## src/rtl/pnmhp_pkg.sv

```systemverilog
// ----------------------------------------------------------------------------
// pnmhp_pkg: shared types and constants of the PNM header parser
// Parse phases, status codes, character codes and the word types passed
// between the parser step logic and the top level.
// ----------------------------------------------------------------------------
package pnmhp_pkg;

   localparam int VALUE_BITS_DEFAULT = 16;
   localparam int OUT_BITS           = 16;
   localparam int PHASE_BITS         = 3;
   localparam int STATUS_BITS        = 2;
   localparam int KIND_BITS          = 2;
   localparam int DIGIT_BITS         = 4;
   localparam int DIGIT_BASE         = 10;

   // parse phases
   localparam logic [PHASE_BITS-1:0] PH_MAGIC  = 3'd0;
   localparam logic [PHASE_BITS-1:0] PH_TYPE   = 3'd1;
   localparam logic [PHASE_BITS-1:0] PH_SKIP_W = 3'd2;
   localparam logic [PHASE_BITS-1:0] PH_NUM_W  = 3'd3;
   localparam logic [PHASE_BITS-1:0] PH_SKIP_H = 3'd4;
   localparam logic [PHASE_BITS-1:0] PH_NUM_H  = 3'd5;
   localparam logic [PHASE_BITS-1:0] PH_SKIP_M = 3'd6;
   localparam logic [PHASE_BITS-1:0] PH_NUM_M  = 3'd7;

   // result status
   localparam logic [STATUS_BITS-1:0] STATUS_OK       = 2'd0;
   localparam logic [STATUS_BITS-1:0] STATUS_MAGIC    = 2'd1;
   localparam logic [STATUS_BITS-1:0] STATUS_DIGIT    = 2'd2;
   localparam logic [STATUS_BITS-1:0] STATUS_OVERFLOW = 2'd3;

   localparam logic [KIND_BITS-1:0] KIND_BITMAP = 2'd0;

   // characters
   localparam logic [7:0] CH_P     = 8'h50;
   localparam logic [7:0] CH_4     = 8'h34;
   localparam logic [7:0] CH_6     = 8'h36;
   localparam logic [7:0] CH_HASH  = 8'h23;
   localparam logic [7:0] CH_NL    = 8'h0A;
   localparam logic [7:0] CH_TAB   = 8'h09;
   localparam logic [7:0] CH_SPACE = 8'h20;
   localparam logic [7:0] CH_0     = 8'h30;
   localparam logic [7:0] CH_9     = 8'h39;

   typedef struct packed {
      logic [PHASE_BITS-1:0] phase;
      logic                  in_comment;
      logic [KIND_BITS-1:0]  kind;
   } ctl_type;

   typedef struct packed {
      logic [STATUS_BITS-1:0] status;
      logic [KIND_BITS-1:0]   image_kind;
      logic [OUT_BITS-1:0]    image_width;
      logic [OUT_BITS-1:0]    image_height;
      logic [OUT_BITS-1:0]    max_value;
   } rsp_type;

endpackage

```

## src/rtl/pnmhp_step.sv

```systemverilog
// ----------------------------------------------------------------------------
// pnmhp_step: one byte of header parsing
// Combinational next-state and result logic for one header byte, applied
// between the input register and the result register of the top level.
// ----------------------------------------------------------------------------
module pnmhp_step #(
   parameter int VALUE_BITS = pnmhp_pkg::VALUE_BITS_DEFAULT
) (
   input  logic [7:0]            item_byte,
   input  logic                  item_eof,
   input  pnmhp_pkg::ctl_type    ctl_q,
   input  logic [VALUE_BITS-1:0] acc_q,
   input  logic [VALUE_BITS-1:0] width_q,
   input  logic [VALUE_BITS-1:0] height_q,
   output pnmhp_pkg::ctl_type    ctl_d,
   output logic [VALUE_BITS-1:0] acc_d,
   output logic [VALUE_BITS-1:0] width_d,
   output logic [VALUE_BITS-1:0] height_d,
   output logic                  emit,
   output pnmhp_pkg::rsp_type    rsp
);

   localparam int SUM_BITS = VALUE_BITS + pnmhp_pkg::DIGIT_BITS;

   logic                                   is_digit;
   logic                                   is_space;
   logic [pnmhp_pkg::DIGIT_BITS-1:0]       digit_val;
   logic [SUM_BITS-1:0]                    acc_sum;
   logic                                   overflow;
   logic                                   run_skip;
   logic [pnmhp_pkg::PHASE_BITS-1:0]       skip_phase;
   logic [pnmhp_pkg::PHASE_BITS-1:0]       num_phase;
   logic [31:0]                            width_ext;
   logic [31:0]                            height_ext;
   logic [31:0]                            acc_ext;

   assign is_digit  = !item_eof && (item_byte >= pnmhp_pkg::CH_0) &&
                      (item_byte <= pnmhp_pkg::CH_9);
   assign is_space  = (item_byte == pnmhp_pkg::CH_SPACE) ||
                      (item_byte == pnmhp_pkg::CH_TAB) ||
                      (item_byte == pnmhp_pkg::CH_NL);
   assign digit_val = pnmhp_pkg::DIGIT_BITS'(item_byte - pnmhp_pkg::CH_0);
   assign acc_sum   = SUM_BITS'(acc_q) * SUM_BITS'(pnmhp_pkg::DIGIT_BASE) +
                      SUM_BITS'(digit_val);
   assign overflow  = acc_sum[SUM_BITS-1:VALUE_BITS] != '0;

   assign width_ext  = 32'(width_q);
   assign height_ext = 32'(height_q);
   assign acc_ext    = 32'(acc_q);

   always_comb begin
      unique case (skip_phase)
         pnmhp_pkg::PH_SKIP_W: num_phase = pnmhp_pkg::PH_NUM_W;
         pnmhp_pkg::PH_SKIP_H: num_phase = pnmhp_pkg::PH_NUM_H;
         default:              num_phase = pnmhp_pkg::PH_NUM_M;
      endcase
   end

   always_comb begin
      ctl_d      = ctl_q;
      acc_d      = acc_q;
      width_d    = width_q;
      height_d   = height_q;
      emit       = 1'b0;
      run_skip   = 1'b0;
      skip_phase = ctl_q.phase;
      rsp        = '0;
      rsp.image_kind = ctl_q.kind;

      unique case (ctl_q.phase)
         pnmhp_pkg::PH_MAGIC: begin
            if (item_eof) begin
               emit       = 1'b1;
               rsp.status = pnmhp_pkg::STATUS_MAGIC;
            end else if (ctl_q.in_comment) begin
               if (item_byte == pnmhp_pkg::CH_NL) ctl_d.in_comment = 1'b0;
            end else if (item_byte == pnmhp_pkg::CH_HASH) begin
               ctl_d.in_comment = 1'b1;
            end else if (item_byte == pnmhp_pkg::CH_P) begin
               ctl_d.phase = pnmhp_pkg::PH_TYPE;
            end else begin
               emit       = 1'b1;
               rsp.status = pnmhp_pkg::STATUS_MAGIC;
            end
         end
         pnmhp_pkg::PH_TYPE: begin
            if (item_eof || item_byte < pnmhp_pkg::CH_4 || item_byte > pnmhp_pkg::CH_6) begin
               emit       = 1'b1;
               rsp.status = pnmhp_pkg::STATUS_MAGIC;
            end else begin
               ctl_d.kind  = pnmhp_pkg::KIND_BITS'(item_byte - pnmhp_pkg::CH_4);
               ctl_d.phase = pnmhp_pkg::PH_SKIP_W;
            end
         end
         pnmhp_pkg::PH_NUM_W, pnmhp_pkg::PH_NUM_H, pnmhp_pkg::PH_NUM_M: begin
            if (is_digit) begin
               if (overflow) begin
                  emit       = 1'b1;
                  rsp.status = pnmhp_pkg::STATUS_OVERFLOW;
               end else begin
                  acc_d = acc_sum[VALUE_BITS-1:0];
               end
            end else if (ctl_q.phase == pnmhp_pkg::PH_NUM_W) begin
               // terminator byte goes on to the skip logic
               width_d    = acc_q;
               run_skip   = 1'b1;
               skip_phase = pnmhp_pkg::PH_SKIP_H;
            end else if (ctl_q.phase == pnmhp_pkg::PH_NUM_H) begin
               height_d = acc_q;
               if (ctl_q.kind == pnmhp_pkg::KIND_BITMAP) begin
                  emit             = 1'b1;
                  rsp.status       = pnmhp_pkg::STATUS_OK;
                  rsp.image_width  = width_ext[pnmhp_pkg::OUT_BITS-1:0];
                  rsp.image_height = acc_ext[pnmhp_pkg::OUT_BITS-1:0];
               end else begin
                  run_skip   = 1'b1;
                  skip_phase = pnmhp_pkg::PH_SKIP_M;
               end
            end else begin
               emit             = 1'b1;
               rsp.status       = pnmhp_pkg::STATUS_OK;
               rsp.image_width  = width_ext[pnmhp_pkg::OUT_BITS-1:0];
               rsp.image_height = height_ext[pnmhp_pkg::OUT_BITS-1:0];
               rsp.max_value    = acc_ext[pnmhp_pkg::OUT_BITS-1:0];
            end
         end
         default: begin
            run_skip = 1'b1;
         end
      endcase

      if (run_skip) begin
         ctl_d.phase = skip_phase;
         if (item_eof) begin
            emit       = 1'b1;
            rsp.status = pnmhp_pkg::STATUS_DIGIT;
         end else if (ctl_q.in_comment) begin
            if (item_byte == pnmhp_pkg::CH_NL) ctl_d.in_comment = 1'b0;
         end else if (is_space) begin
            ctl_d.in_comment = 1'b0;
         end else if (item_byte == pnmhp_pkg::CH_HASH) begin
            ctl_d.in_comment = 1'b1;
         end else if (is_digit) begin
            acc_d       = VALUE_BITS'(digit_val);
            ctl_d.phase = num_phase;
         end else begin
            emit       = 1'b1;
            rsp.status = pnmhp_pkg::STATUS_DIGIT;
         end
      end

      // any result returns the parser to its start state
      if (emit) begin
         ctl_d    = '0;
         acc_d    = '0;
         width_d  = '0;
         height_d = '0;
      end
   end

endmodule

```

## src/rtl/netpbm_header_parser_unit.sv

```systemverilog
// Result: registered when the byte that ends the header advances out of the input register.
// Throughput: one byte per cycle; the input register advances whenever the result register
// is empty or its word is being taken. While a result word waits unread the input register
// holds and only one more byte is accepted.
// Reset: synchronous, active high; clears the parse state, input and result valid flags.
// ----------------------------------------------------------------------------
// netpbm_header_parser_unit: PNM header parser
// Parses magic, type, width, height and, except for bitmaps, maximum value from a byte stream
// and returns one status word per header.
// ----------------------------------------------------------------------------
module netpbm_header_parser_unit #(
   parameter int VALUE_BITS = pnmhp_pkg::VALUE_BITS_DEFAULT
) (
   input  logic        clock,
   input  logic        reset,
   input  logic        req_valid,
   output logic        req_ready,
   input  logic [7:0]  req_data_byte,
   input  logic        req_end_of_file,
   output logic        rsp_valid,
   input  logic        rsp_ready,
   output logic [1:0]  rsp_status,
   output logic [1:0]  rsp_image_kind,
   output logic [15:0] rsp_image_width,
   output logic [15:0] rsp_image_height,
   output logic [15:0] rsp_max_value
);

   logic                  in_valid_ff, in_valid_in;
   logic [7:0]            in_byte_ff;
   logic                  in_eof_ff;
   pnmhp_pkg::ctl_type    ctl_ff, ctl_in;
   logic [VALUE_BITS-1:0] acc_ff, acc_in;
   logic [VALUE_BITS-1:0] width_ff, width_in;
   logic [VALUE_BITS-1:0] height_ff, height_in;
   logic                  rsp_valid_ff, rsp_valid_in;
   pnmhp_pkg::rsp_type    rsp_ff;
   pnmhp_pkg::rsp_type    step_rsp;
   logic                  step_emit;
   logic                  advance;

   assign advance   = in_valid_ff && (!rsp_valid_ff || rsp_ready);
   assign req_ready = !in_valid_ff || advance;

   pnmhp_step #(
      .VALUE_BITS (VALUE_BITS)
   ) u_step (
      .item_byte (in_byte_ff),
      .item_eof  (in_eof_ff),
      .ctl_q     (ctl_ff),
      .acc_q     (acc_ff),
      .width_q   (width_ff),
      .height_q  (height_ff),
      .ctl_d     (ctl_in),
      .acc_d     (acc_in),
      .width_d   (width_in),
      .height_d  (height_in),
      .emit      (step_emit),
      .rsp       (step_rsp)
   );

   always_comb begin
      in_valid_in = in_valid_ff;
      if (advance) in_valid_in = 1'b0;
      if (req_valid && req_ready) in_valid_in = 1'b1;

      rsp_valid_in = rsp_valid_ff;
      if (rsp_valid_ff && rsp_ready) rsp_valid_in = 1'b0;
      if (advance && step_emit) rsp_valid_in = 1'b1;
   end

   always_ff @(posedge clock) begin
      if (reset) begin
         in_valid_ff  <= 1'b0;
         rsp_valid_ff <= 1'b0;
         ctl_ff       <= '0;
         acc_ff       <= '0;
         width_ff     <= '0;
         height_ff    <= '0;
      end else begin
         in_valid_ff  <= in_valid_in;
         rsp_valid_ff <= rsp_valid_in;
         if (advance) begin
            ctl_ff    <= ctl_in;
            acc_ff    <= acc_in;
            width_ff  <= width_in;
            height_ff <= height_in;
         end
      end
   end

   // payload registers: load without reset
   always_ff @(posedge clock) begin
      if (req_valid && req_ready) begin
         in_byte_ff <= req_data_byte;
         in_eof_ff  <= req_end_of_file;
      end
      if (advance && step_emit) rsp_ff <= step_rsp;
   end

   assign rsp_valid        = rsp_valid_ff;
   assign rsp_status       = rsp_ff.status;
   assign rsp_image_kind   = rsp_ff.image_kind;
   assign rsp_image_width  = rsp_ff.image_width;
   assign rsp_image_height = rsp_ff.image_height;
   assign rsp_max_value    = rsp_ff.max_value;

   a_emit_loads_rsp: assert property (@(posedge clock) disable iff (reset)
      advance && step_emit |=> rsp_valid_ff)
      else $error("result word lost after emit");

   a_emit_clears_state: assert property (@(posedge clock) disable iff (reset)
      advance && step_emit |=> ctl_ff.phase == pnmhp_pkg::PH_MAGIC &&
                               !ctl_ff.in_comment && acc_ff == '0)
      else $error("parser not back at start after result");

   a_error_zero_values: assert property (@(posedge clock) disable iff (reset)
      rsp_valid_ff && rsp_ff.status != pnmhp_pkg::STATUS_OK |->
         rsp_ff.image_width == '0 && rsp_ff.image_height == '0 &&
         rsp_ff.max_value == '0)
      else $error("error word carries values");

   a_comment_phase: assert property (@(posedge clock) disable iff (reset)
      ctl_ff.in_comment |-> ctl_ff.phase == pnmhp_pkg::PH_MAGIC ||
         ctl_ff.phase == pnmhp_pkg::PH_SKIP_W || ctl_ff.phase == pnmhp_pkg::PH_SKIP_H ||
         ctl_ff.phase == pnmhp_pkg::PH_SKIP_M)
      else $error("comment flag set outside a skip phase");

   a_bitmap_no_max: assert property (@(posedge clock) disable iff (reset)
      rsp_valid_ff && rsp_ff.image_kind == pnmhp_pkg::KIND_BITMAP |->
         rsp_ff.max_value == '0)
      else $error("bitmap word carries a maximum value");

endmodule

```

## config.mk

```make
export PLATFORM = sky130hd
export DESIGN_NAME = netpbm_header_parser_unit
export DESIGN_NICKNAME = d
export VERILOG_FILES = /design/src/rtl/pnmhp_pkg.sv /design/src/rtl/pnmhp_step.sv /design/src/rtl/netpbm_header_parser_unit.sv
export SDC_FILE = /design/constraint.sdc
export NUM_CORES = 1
export LEC_CHECK = 0
export BUFFER_PORTS_ARGS = -buffer_cell sky130_fd_sc_hd__buf_2
export CORE_AREA = 3 3 116 96
export CTS_CLUSTER_DIAMETER = 80
export CTS_CLUSTER_SIZE = 20
export DETAILED_ROUTE_END_ITERATION = 8
export DIE_AREA = 0 0 119 99
export HOLD_SLACK_MARGIN = 0.12
export PLACE_DENSITY = 0.91
export SLEW_MARGIN = 10
export SYNTH_ARGS = -nofsm -noshare
export SYNTH_HDL_FRONTEND = slang
export SYNTH_SLANG_ARGS = --single-unit
```

## constraint.sdc

```tcl
create_clock -name clock -period 15.75 [get_ports clock]
set_input_delay 3.15 -clock clock [delete_from_list [all_inputs] [get_ports clock]]
set_output_delay 3.15 -clock clock [all_outputs]
set_load 0.01 [all_outputs]
```

==> out/results.ini, run 1 <==
[worst_setup_path]
cpLargestDelayFamily=simple AND/OR/NAND/NOR gates
path_buf_inv=2
endpoint_kind=output port
critPathKind=primary input to output port
crit_arrival_ps=3720
slowest_stage=nor2b_1
crit_path_max_incr_delay_ps=200
cp_common_cell=buf_2
crit_path_cell_trace=buf_2 > nor2b_1 > nand2_1 > buf_2
path_max_fanout=3
critPathRequiredTime_ps=12600
startpoint_type=primary input

[sta]
finalHoldViolCount=0
min_period_ps=6873
finalSetupViolCount=0
whs_ps=471.0
fin_ws_ps=8877
clock_skew_ps=11.25
tightest_slew_ps=1059
rsz0062_at_grt=no
tns_ps=0
slew_headroom_pct=29.15
period_share_pct=43.64
slew_violations=0
fmax_ghz=0.1455

[place]
io_buffers=66
placed_area_um2=6416
globalplace.congestion=0.9566
post-place-ws_ps=8920
hpwlAfterDp_um=9372

[cells_and_area]
layout-drive-gt1-share_pct=20.28
layout_common_cells=buf_2 (66), edfxtp_1 (61), dfxtp_1 (56)
fin_nets=669
postLayoutCellArea_um2=7057
final_common_cell=buf_2
n_antenna_cell=0
syn2layout_area_growth_pct=17.35

[cts]
clockRootBuffer=clkbuf_16
cts.path.max_buffers=2
cts_max_level=4
clk_pin_slew_ps=60
cts-resized-gates=0
clk_latency_ps=420
cts_buffers=17
cts_tree=done
post_cts_buffers=0
holdBufCountCts=0
clock_sinks=117

[logic_synthesis]
yosysSeqAreaShare_pct=49.11
synth_cells=560
synth_area_um2=6013
synth.top_cell.area_share_pct=30.46
synth_ff_type=edfxtp_1
avgSynthCellArea_um2=10.74
syn-num-nets=606
synth_edf_count=61
synth_warnings=0
async_reset_ff_share_pct=0
ys_seq_elements=117
synthTopCellsByArea=edfxtp_1 (30%), dfxtp_1 (19%), ha_1 (6.5%)
synth_cell_types=70
synth_top_area_cell=edfxtp_1

[outcome]
status=completed

[global_routing]
gr-total-overflow=0
grtUsageTotal_pct=25.47
grt_pass1_wl_um=23960
antenna_found_initial=0
grt_pass1_vias=4786
grt_max_degree=59

[floorplan]
die_height_um=99
design.die.area_um2=11780
die_x_um=119
fp.coreArea_um2=10120
start_util_pct=59.44
rows=33
pin_count=67

[route]
vias=4946
drt-pass1-iter-count=8
initialDrtViolationCount=615
drc_errors=0
wl_per_cell_um=18.80
ant_nets=0
routed_wl_um=14590
via_per_inst=6.374

[job]
maxCapViolations=0

[power]
irDropWorstVdd_mv=0.08067
pwr_density_cell_nw_per_um2=109.2
p_leak_nw=2.735

[worst_hold_path]
hp-class=flop to flop

-- layer usage --
| layer | vias up | GRT usage [%] | wire (µm) |
|---|---|---|---|
| met5 | - | 0 | 0 |
| met4 | 0 | 11.67 | 459 |
| met3 | 51 | 5.795 | 1312 |
| met2 | 299 | 41.03 | 6984 |
| met1 | 2348 | 32.94 | 5832 |
| li1 | 2248 | - | - |
-- final cells by class --
type	instances	area, µm²
Clock buffer	18	439.2
Clock inverter	14	198.9
Fill cell	674	3059
Inverter	12	45.04
Multi-Input combinational cell	408	2908
Sequential cell	117	2953
Tap cell	140	175.2
Timing Repair Buffer	67	337.8
-- report_power, final --
| group | total, mW | switching (mW) | internal [mW] |
|---|---|---|---|
| combinational | 0.0243 | 0.0158 | 0.00852 |
| sequential | 0.333 | 0.00412 | 0.329 |
| clock | 0.413 | 0.143 | 0.270 |
| total | 0.770 | 0.163 | 0.608 |
-- flip-flops by register name (all words and copies together) (netlist names), 2 cells and up --
name              count
ctl_ff                6
rsp_image_height     16
in_byte_ff            8
acc_ff               16
rsp_max_value        16
rsp_image_width      16
width_ff             16
height_ff            16
rsp_image_kind        2
rsp_status            2
-- worst register-to-register path: stages (launching register included) --
cell and delay [ps]:
dfxtp_1 560, ha_1 310, ha_1 230, inv_1 70
fa_1 470, nand3b_1 180, o21ai_0 290, and3_1 210
nand3_1 200, nor4b_4 460, a311o_2 260, nand3_4 130
nor2_4 100, buf_4 550
-- Yosys cell counts, types with 7 or more instances --
| cell | n |
|---|---|
| o2bb2ai_1 | 15 |
| nor2_1 | 31 |
| nand3_1 | 31 |
| dfxtp_1 | 56 |
| a21oi_1 | 38 |
| a22o_1 | 32 |
| nand2_1 | 38 |
| edfxtp_1 | 61 |
| nor3_1 | 7 |
| xnor2_1 | 16 |
| a21o_1 | 8 |
| clkbuf_1 | 14 |
| and2_1 | 34 |
| ha_1 | 31 |
| inv_1 | 12 |
| o21ai_0 | 14 |
-- metrics by stage --
step | total power, mW | instances | utilization [%]
floorplan | 0.3531 | 560 | -
global placement | 0.3619 | 744 | 63.43
detailed placement | 0.3632 | 744 | 63.43
CTS | 0.7703 | 776 | 69.73
global route | 0.7868 | 776 | 69.76
finish | 0.7705 | 776 | 69.76
-- logic make-up (layout without fill, tap and decap cells) --
| logic type | Yosys count | in the layout | share of synthesized area (%) |
|---|---|---|---|
| compound gates | 155 | 155 | 19.02 |
| xor+xnor | 20 | 20 | 2.913 |
| fa+ha+maj | 33 | 33 | 7.116 |
| buf+inv | 35 | 111 | 2.705 |
| flops | 117 | 117 | 49.11 |
| mux | 6 | 6 | 1.040 |
| simple gates | 194 | 194 | 18.10 |
-- final timing paths --
path,start,end,slack [ps],cells after the start
setup / recovery,rsp_ready,req_ready,8880,4
hold / removal,width_ff[9],width_ff[9],470,1
setup reg to reg,acc_ff[1],rsp_max_value[6],11320,13
hold reg to reg,width_ff[9],width_ff[9],470,1
(Power assumes the default switching activity.)
==> inputs of run 2 (changes only) <==
--- a/config.mk
+++ b/config.mk
@@ -6,13 +6,13 @@
 export NUM_CORES = 1
 export LEC_CHECK = 0
 export BUFFER_PORTS_ARGS = -buffer_cell sky130_fd_sc_hd__buf_2
-export CORE_AREA = 3 3 116 96
+export CORE_AREA = 3 3 117 97
 export CTS_CLUSTER_DIAMETER = 80
 export CTS_CLUSTER_SIZE = 20
 export DETAILED_ROUTE_END_ITERATION = 8
-export DIE_AREA = 0 0 119 99
+export DIE_AREA = 0 0 120 100
 export HOLD_SLACK_MARGIN = 0.12
-export PLACE_DENSITY = 0.91
+export PLACE_DENSITY = 0.9
 export SLEW_MARGIN = 10
 export SYNTH_ARGS = -nofsm -noshare
 export SYNTH_HDL_FRONTEND = slang
==> constraint.sdc (replaced) <==
create_clock -name clock -period 6.6 [get_ports clock]
set_input_delay 1.32 -clock clock [delete_from_list [all_inputs] [get_ports clock]]
set_output_delay 1.32 -clock clock [all_outputs]
set_load 0.01 [all_outputs]
==> run 2 against run 1 <==
The run now ends with DRC left. Largest cell class unchanged. First-iteration DRC count up 13%. Count of clock-buffer cells in the layout up 2. Worst setup slack worse by 6900 ps. Flip-flop and latch count unchanged. Sequential power up 140%. Final cell count up 0.39%. Design area down 0.43%. Register-to-register slack worse by 9300 ps. Clock skew up 10 ps. Combinational power rose to 2.5 times the previous value. Via count up 2.1%. Highest routed layer unchanged. Sequential share of layout area up 0.18 points.
==> out/results.ini, run 2 (same netlist as run 1, synthesis figures left out) <==
[floorplan]
rows=33
pin_count=67
start_util_pct=58.96
die_height_um=100
die_x_um=120
design.die.area_um2=12000
fp.coreArea_um2=10200

[worst_hold_path]
hold_end=height_ff[1]
min_from=height_ff[1]
hp-class=flop to flop
whs_path_depth=1

[global_routing]
antenna_found_initial=0
grt_pass1_wl_um=24670
gr-total-overflow=0
grtUsageTotal_pct=26.54
grt_pass1_vias=4597
grt_max_degree=48

[route]
via_per_inst=6.481
drt-pass1-iter-count=9
ant_nets=0
vias=5049
routed_wl_um=16030
drc_errors=2
initialDrtViolationCount=695
wl_per_cell_um=20.58

[outcome]
status=complete, but fails checks
violations=DRC

[sta]
slew_violations=0
slew_headroom_pct=30.19
fmax_ghz=0.2163
clock_skew_ps=21.42
period_share_pct=70.06
finalHoldViolCount=0
finalSetupViolCount=0
tightest_slew_ps=1043
fin_ws_ps=1976
min_period_ps=4624
whs_ps=481.2
tns_ps=0
rsz0062_at_grt=no

[place]
globalplace.congestion=0.9227
hpwlAfterDp_um=9811
placed_area_um2=6424
io_buffers=66
post-place-ws_ps=1649

[worst_setup_path]
crit_arrival_ps=4740
critPathKind=flop to flop
timing.rr.end=rsp_max_value[9]
endpoint_kind=flop
startpoint_type=flop
ff2ff_path_depth=14
path_max_fanout=34
reg2reg_from=acc_ff[1]
rrSetupSlack_ps=1980
critPathRequiredTime_ps=6710

[power]
power_mw=1.777
pwr_density_cell_nw_per_um2=252.9
p_leak_nw=2.717
irDropWorstVdd_mv=0.1617

[cells_and_area]
final_common_cell=buf_2
syn2layout_area_growth_pct=16.85
postLayoutCellArea_um2=7027
n_antenna_cell=0
layout-drive-gt1-share_pct=20.19
layout_common_cells=buf_2 (66), edfxtp_1 (61), dfxtp_1 (56)
fin_nets=672

[cts]
cts_max_level=4
cts_buffers=17
clk_pin_slew_ps=50
post_cts_buffers=0
cts-resized-gates=0
cts_tree=done
clk_latency_ps=430
clockRootBuffer=clkbuf_16
cts.path.max_buffers=2
holdBufCountCts=0
clock_sinks=117

[job]
maxCapViolations=0

[run 2: how the worst max path moves through the flow]
stage / from / end
after floorplan: acc_ff[1] / rsp_image_height[0]
after CTS: acc_ff[1] / rsp_max_value[9]
final: acc_ff[1] / rsp_max_value[9]
after detailed placement: acc_ff[1] / rsp_image_width[12]
after global placement: acc_ff[1] / rsp_image_width[12]
after global routing: acc_ff[1] / rsp_max_value[9]
[run 2: power breakdown]
part | switching (mW) | internal, mW | total [mW]
Sequential | 0.0112 | 0.784 | 0.795
Clock | 0.355 | 0.565 | 0.920
Combinational | 0.0397 | 0.0218 | 0.0615
Total | 0.406 | 1.37 | 1.78
[run 2: per-layer routing]
metal / vias up / share of wire [%] / routed length, µm / global-route usage, %
li1: 2250 / - / - / -
met1: 2385 / 39 / 6303 / 34.70
met2: 367 / 47 / 7524 / 43.22
met3: 47 / 11 / 1815 / 6.085
met4: 0 / 2.4 / 391 / 10.48
met5: - / 0 / 0 / 0
[run 2: final cells by class]
type	count	area, µm²
Fill cell	665	3172
Sequential cell	117	2953
Multi-Input combinational cell	408	2905
Clock buffer	20	446.7
Timing Repair Buffer	70	372.9
Tap cell	140	175.2
Clock inverter	12	128.9
Inverter	12	45.04
[run 2: per-stage QoR]
step | utilization, % | cells
floorplan | - | 560
global placement | 62.99 | 745
detailed placement | 62.99 | 745
CTS | 68.63 | 777
global route | 68.90 | 779
finish | 68.90 | 779
[run 2: critical path, stage by stage, from the launching register on]
cell and delay (ps):
dfxtp_1 500, ha_1 300, ha_1 230, inv_1 70
fa_1 470, nand3b_1 180, o21ai_0 370, and3_1 240
nand3_1 190, nor4b_4 460, a311o_2 270, nand3_4 120
nor2_4 390, buf_12 270, buf_4 240
